File: config.mk
export PLATFORM = sky130hd
export DESIGN_NAME = slac_ctrl
export DESIGN_NICKNAME = d
export VERILOG_FILES = /design/src/sv/slac_pkg.sv /design/src/sv/slac_ctrl.sv
export SDC_FILE = /design/constraint.sdc
export NUM_CORES = 1
export LEC_CHECK = 0
export BUFFER_PORTS_ARGS = -buffer_cell sky130_fd_sc_hd__buf_2
export CAP_MARGIN = 20
export CELL_PAD_IN_SITES_DETAIL_PLACEMENT = 1
export CELL_PAD_IN_SITES_GLOBAL_PLACEMENT = 2
export CORE_AREA = 5 5 42 44
export DETAILED_ROUTE_END_ITERATION = 8
export DIE_AREA = 0 0 47 49
export GPL_TIMING_DRIVEN = 0
export PLACE_DENSITY_LB_ADDON = 0.25
export SKIP_LAST_GASP = 1
export SYNTH_ARGS = -nofsm -noshare
export SYNTH_HDL_FRONTEND = slang
export SYNTH_SLANG_ARGS = --single-unit
File: constraint.sdc
create_clock -name clk_i -period 1.1 [get_ports clk_i]
set_input_delay 0.055 -clock clk_i [delete_from_list [all_inputs] [get_ports clk_i]]
set_output_delay 0.055 -clock clk_i [all_outputs]
set_load 0.02 [all_outputs]
File: src/sv/slac_pkg.sv
package slac_pkg;

  // Access operation codes
  localparam int unsigned OP_W = 2;
  localparam logic [OP_W-1:0] OP_LOAD   = 2'd0;
  localparam logic [OP_W-1:0] OP_STORE  = 2'd1;
  localparam logic [OP_W-1:0] OP_MODIFY = 2'd2;
  localparam logic [OP_W-1:0] OP_FETCH  = 2'd3;

  // Outcome codes of a data access
  localparam int unsigned OUTCOME_W = 2;
  localparam logic [OUTCOME_W-1:0] OUT_HIT   = 2'd0;
  localparam logic [OUTCOME_W-1:0] OUT_FILL  = 2'd1;
  localparam logic [OUTCOME_W-1:0] OUT_EVICT = 2'd2;

  // Statistics counters
  localparam int unsigned CNT_W = 32;

  // Configuration registers
  localparam int unsigned SET_BITS_W   = 3;
  localparam int unsigned BLOCK_BITS_W = 6;
  localparam int unsigned WAYS_W       = 4;
  localparam int unsigned PADDR_W      = 4;
  localparam int unsigned PDATA_W      = 32;
  localparam int unsigned REG_IDX_W    = 2;
  localparam logic [REG_IDX_W-1:0] REG_SET_BITS    = 2'd0;
  localparam logic [REG_IDX_W-1:0] REG_BLOCK_BITS  = 2'd1;
  localparam logic [REG_IDX_W-1:0] REG_WAYS_IN_USE = 2'd2;

  // Controller to datapath
  typedef struct packed {
    logic clear;   // write a zero row during the post-reset sweep
    logic lookup;  // take the word, read its set
    logic commit;  // write back the set, load the result
  } ctrl_cmd_t;

  // Datapath to controller
  typedef struct packed {
    logic clear_last;  // sweep is at the last row
    logic is_fetch;    // offered word is an instruction fetch
    logic out_free;    // result register can take a new word
  } dp_status_t;

endpackage

File: src/sv/slac_ctrl.sv
module slac_ctrl (
  input  logic                 clk_i,
  input  logic                 rst_ni,
  input  logic                 in_valid_i,
  output logic                 in_ready_o,
  input  slac_pkg::dp_status_t status_i,
  output slac_pkg::ctrl_cmd_t  cmd_o
);

  typedef enum logic [2:0] {
    ST_CLEAR  = 3'b001,
    ST_IDLE   = 3'b010,
    ST_ACCESS = 3'b100
  } state_e;

  state_e state_q, state_d;

  // next state and commands
  always_comb begin
    state_d    = state_q;
    cmd_o      = '0;
    in_ready_o = 1'b0;
    unique case (state_q)
      ST_CLEAR: begin
        cmd_o.clear = 1'b1;
        if (status_i.clear_last) begin
          state_d = ST_IDLE;
        end
      end
      ST_IDLE: begin
        in_ready_o = 1'b1;
        // fetches are taken and dropped here
        if (in_valid_i && !status_i.is_fetch) begin
          cmd_o.lookup = 1'b1;
          state_d      = ST_ACCESS;
        end
      end
      ST_ACCESS: begin
        // hold the set read until the result slot frees up
        if (status_i.out_free) begin
          cmd_o.commit = 1'b1;
          state_d      = ST_IDLE;
        end
      end
      default: begin
        state_d = ST_CLEAR;
      end
    endcase
  end

  always_ff @(posedge clk_i or negedge rst_ni) begin
    if (!rst_ni) begin
      state_q <= ST_CLEAR;
    end else begin
      state_q <= state_d;
    end
  end

endmodule

* Word-level counts from Yosys, hierarchy flattened
Index checks and enable logic that the tools add are counted.
Word-level totals: flip-flop bits (word level) 3, input port bits 6
Cells by class: equal/unequal tests 6, mux-type cells 10, reductions and logical operators 3
Operators by type and width (number):
- 2-to-1 mux 3 bit | 3
- case mux 3 bit (3 select lines) | 1
- 2-to-1 mux 1 bit | 6
- != test 2 bit, second input constant | 3
- == test 3 x 1 -> 1 bit, second input constant | 1
- == test 3 x 2 -> 1 bit, second input constant | 1
- == test 3 bit, second input constant | 1
- AND reduction 3 bit | 1
- logical AND 1 bit | 1
- logical NOT 1 bit | 1

* Depth between registers and ports, before layout
depth in word-level cells 4, mapped depth 2, gate-level depth less buffers 2

* Worst setup path before layout
OpenSTA, ideal clock, no wires.
path kind register to register, from register state_q[0], to register state_q[1], library setup time 0.068 ns, arrival 1.396 ns, setup slack -0.364 ns, cell stages (with the launch flop) 3, path buffers 0, period minus slack after synthesis 1.464 ns, path through dfstp_2 > nor3b_1 > a221o_1
On the way: word-level cells in the longest chain between the ends 3, elaborated cells between the ends (all ways) 8
RTL lines:
- from (decl) | line slac_ctrl.sv:16 | state_e state_q, state_d;
- from (signal assigned) | line slac_ctrl.sv:55 | state_q <= state_d;
- == test 3 x 2 -> 1 bit (tied with other cells) | line slac_ctrl.sv:23 | unique case (state_q)
- != test 2 bit (no line)
- AND reduction 3 bit (no line)
Parallel ways exist; a longest one is shown, timed or not. A chain may end at the register's enable or synchronous reset.

==> out/metrics.csv <==
stage;metric;value;unit
outcome;status;complete, but fails checks;
outcome;violations;negative setup slack;
flow_run;max_cap_violations;0;
routing;wl_per_cell;11.2;um
layout;final_core_util;27.0;%
pwr;combinationalPowerShare;52.1;%
pwr;power_switching;0.288;mW
layout;post-route-cell-area;378;um^2
sta;slew-limit-headroom;86.8;%
synth;synth_top_area_cell;dfrtp_1;
hold_path;hold_start;status_i[2];
sta;tightest_slew;0.196;ns
layout;largest_register;state_q;
worst_setup_path;cp_top_family;flip-flops;
sta;fmax;749;MHz
floorplanning;start_util;13.2;%
clock_tree;cts_buffers;3;
layout;diodes;0;
layout;layout.nets;43;
layout;final_common_cell;buf_4;
clock_tree;clk_path_buf_depth;2;
clock_tree;h-tree-depth;1;
floorplanning;rows;14;
routing;dr.pass1.iters;1;
clock_tree;cts_tree;yes;
sta;slew_violations;0;
pwr;power.density;2360;nW/um^2
hold_path;hold_class;in2reg;
floorplanning;die-area;2300;um^2
pwr;p_leak;0.166;nW
routing;drtAntennaViolNets;0;
layout;largest_registers;state_q (3);
place;placed_cells;41;
global_route;grt_pass1_vias;251;
clock_tree;ctsRootBufferMaster;clkbuf_4;
pwr;swShare;32.3;%
sta;hold_viol_final;0;
global_route;grt_max_degree;9;
worst_setup_path;crit_path_start;state_q[0]$_DFFE_PN1P_;
synth;seq_area_frac_synth;41.2;%
place;placed_area;265;um^2
synth;syn_area;185;um^2
place;gp_congestion;0.619;
worst_setup_path;path_cells;and2b_1 > nor3b_2 > buf_4;
worst_setup_path;cp_max_fo;5;
place;dp_hpwl;438;um
worst_setup_path;critPathMaxStageDelay;0.56;ns
place;place.port_buffers;9;
clock_tree;clock-sinks;3;
sta;worst_slack;-0.236;ns
worst_setup_path;path_class;reg2out;
floorplanning;die_y;49;um
layout;syn2layout_area_growth;104;%
layout;nFillCells;174;
worst_setup_path;path_buf_inv;1;
synth;synth_area_per_cell;11.6;um^2
routing;dr_total_vias;214;
global_route;globalRouteOverflowTotal;0;
worst_setup_path;r2r_start;state_q[0]$_DFFE_PN1P_;
sta;final.min_clock_period;1.34;ns
synth;synth_cells;16;
floorplanning;dieWidth;47;um
pwr;seqPwrFrac;26.9;%
worst_setup_path;critPathSlowestCell;dfstp_2;
routing;via_per_inst;4.12;
clock_tree;worstSkewPairLatency;0.23;ns
pwr;ir_worst_vdd;888;uV
routing;first_iter_violations;0;
sta;fin_skew;0.00159;ns
floorplanning;core_area;1400;um^2
synth;synth_seq_cells;3;
synth;synth_cell_type_count;13;
synth;yosys-top-cells-area;dfrtp_1, dfstp_2, nor3b_1;
sta;post-route-period-util;121;%
global_route;antenna_found_initial;0;
layout;fin_cells;52;
worst_setup_path;critPathRequiredTime;1.04;ns
pwr;p_int;0.605;mW
worst_setup_path;arrival;1.28;ns
global_route;grt_pass1_wl;966;um
clock_tree;clk_pin_slew;0.04;ns
worst_setup_path;endpoint_kind;primary output;
layout;drive_gt1_share;75.0;%
layout;layout_common_cells;buf_4, buf_2, clkbuf_4;
sta;setup_viol;6;
synth;netlist.area_leader.share;27.0;%
synth;synth_warnings;0;
worst_setup_path;start_kind;flip-flop;
layout;largest_reg_flops;3;
floorplanning;io-pin-count;10;
synth;syn-num-nets;22;
routing;drc;0;
routing;drt_wl_total;580;um
pwr;p_clk_share;21.0;%
global_route;grtUsageTotal;5.99;%
sta;rsz0062_at_grt;true;
[metal layers]
metal	part of all wire, %	vias to the layer above	GRT usage, %
li1	-	104	-
met1	43	102	6.39
met2	49	8	8.60
met3	7.6	0	2.21
met4	0	0	5.53
met5	0	-	0
[final timing paths]
| check | to | slack [ns] | cells after the start |
|---|---|---|---|
| setup / recovery | cmd_o[1] | -0.24 | 3 |
| hold / removal | state_q[1]$_DFFE_PN0P_ | 0.09 | 2 |
| setup reg to reg | state_q[0]$_DFFE_PN1P_ | -0.19 | 4 |
| hold reg to reg | state_q[0]$_DFFE_PN1P_ | 0.57 | 1 |
| max in group asynchronous | state_q[0]$_DFFE_PN1P_ | 0.75 | 2 |
| min in group asynchronous | state_q[2]$_DFFE_PN0P_ | 0.16 | 2 |
[kinds of logic after synthesis]
kind of cell | synth area share, %
compound gates | 16.9
flops | 41.2
simple gates | 41.9
[power groups by stage]
stage	Combinational, mW	Sequential [mW]	Clock, mW
after floorplan	0.181	0.215	0
after global placement	0.243	0.239	0
after detailed placement	0.246	0.241	0
after CTS	0.414	0.239	0.195
after global routing	0.502	0.251	0.206
final	0.465	0.240	0.188
[metrics by stage]
stage / worst slack [ns] / total power, mW / hold WS, ns / TNS (ns)
finish: -0.236 / 0.893 / 0.0944 / -1.08
floorplan: -0.119 / 0.396 / -0.241 / -0.119
global placement: -0.127 / 0.482 / -0.149 / -0.212
detailed placement: -0.121 / 0.487 / -0.149 / -0.208
CTS: -0.240 / 0.848 / 0.0845 / -1.05
global route: -0.275 / 0.959 / 0.109 / -1.37
[cells in the mapped netlist (all sizes together)]
library cell / n
nand2b: 1
a21oi: 1
and4bb: 1
o31ai: 1
nor3b: 3
o21ai: 1
or3b: 1
and3b: 1
dfrtp: 2
dfstp: 1
and2b: 1
nand4bb: 1
a221o: 1
[what timing repair did]
action / in CTS / in global routing
gates resized for setup: 9 / 1
setup buffers: 4 / 2
pin swaps: 3 / 2
hold endpoints to repair: 3 / 0
setup endpoints to repair: 7 / 6
hold buffers: 1 / 0
[layout make-up]
class / count / area, um^2 / share of cell area (%)
Tap cell: 16 / 20.0 / 5.30
Sequential cell: 3 / 78.8 / 20.9
Timing Repair Buffer: 16 / 118 / 31.1
Clock buffer: 4 / 26.3 / 6.95
Multi-Input combinational cell: 13 / 135 / 35.8
No activity file was read; power rests on OpenSTA's default activity.
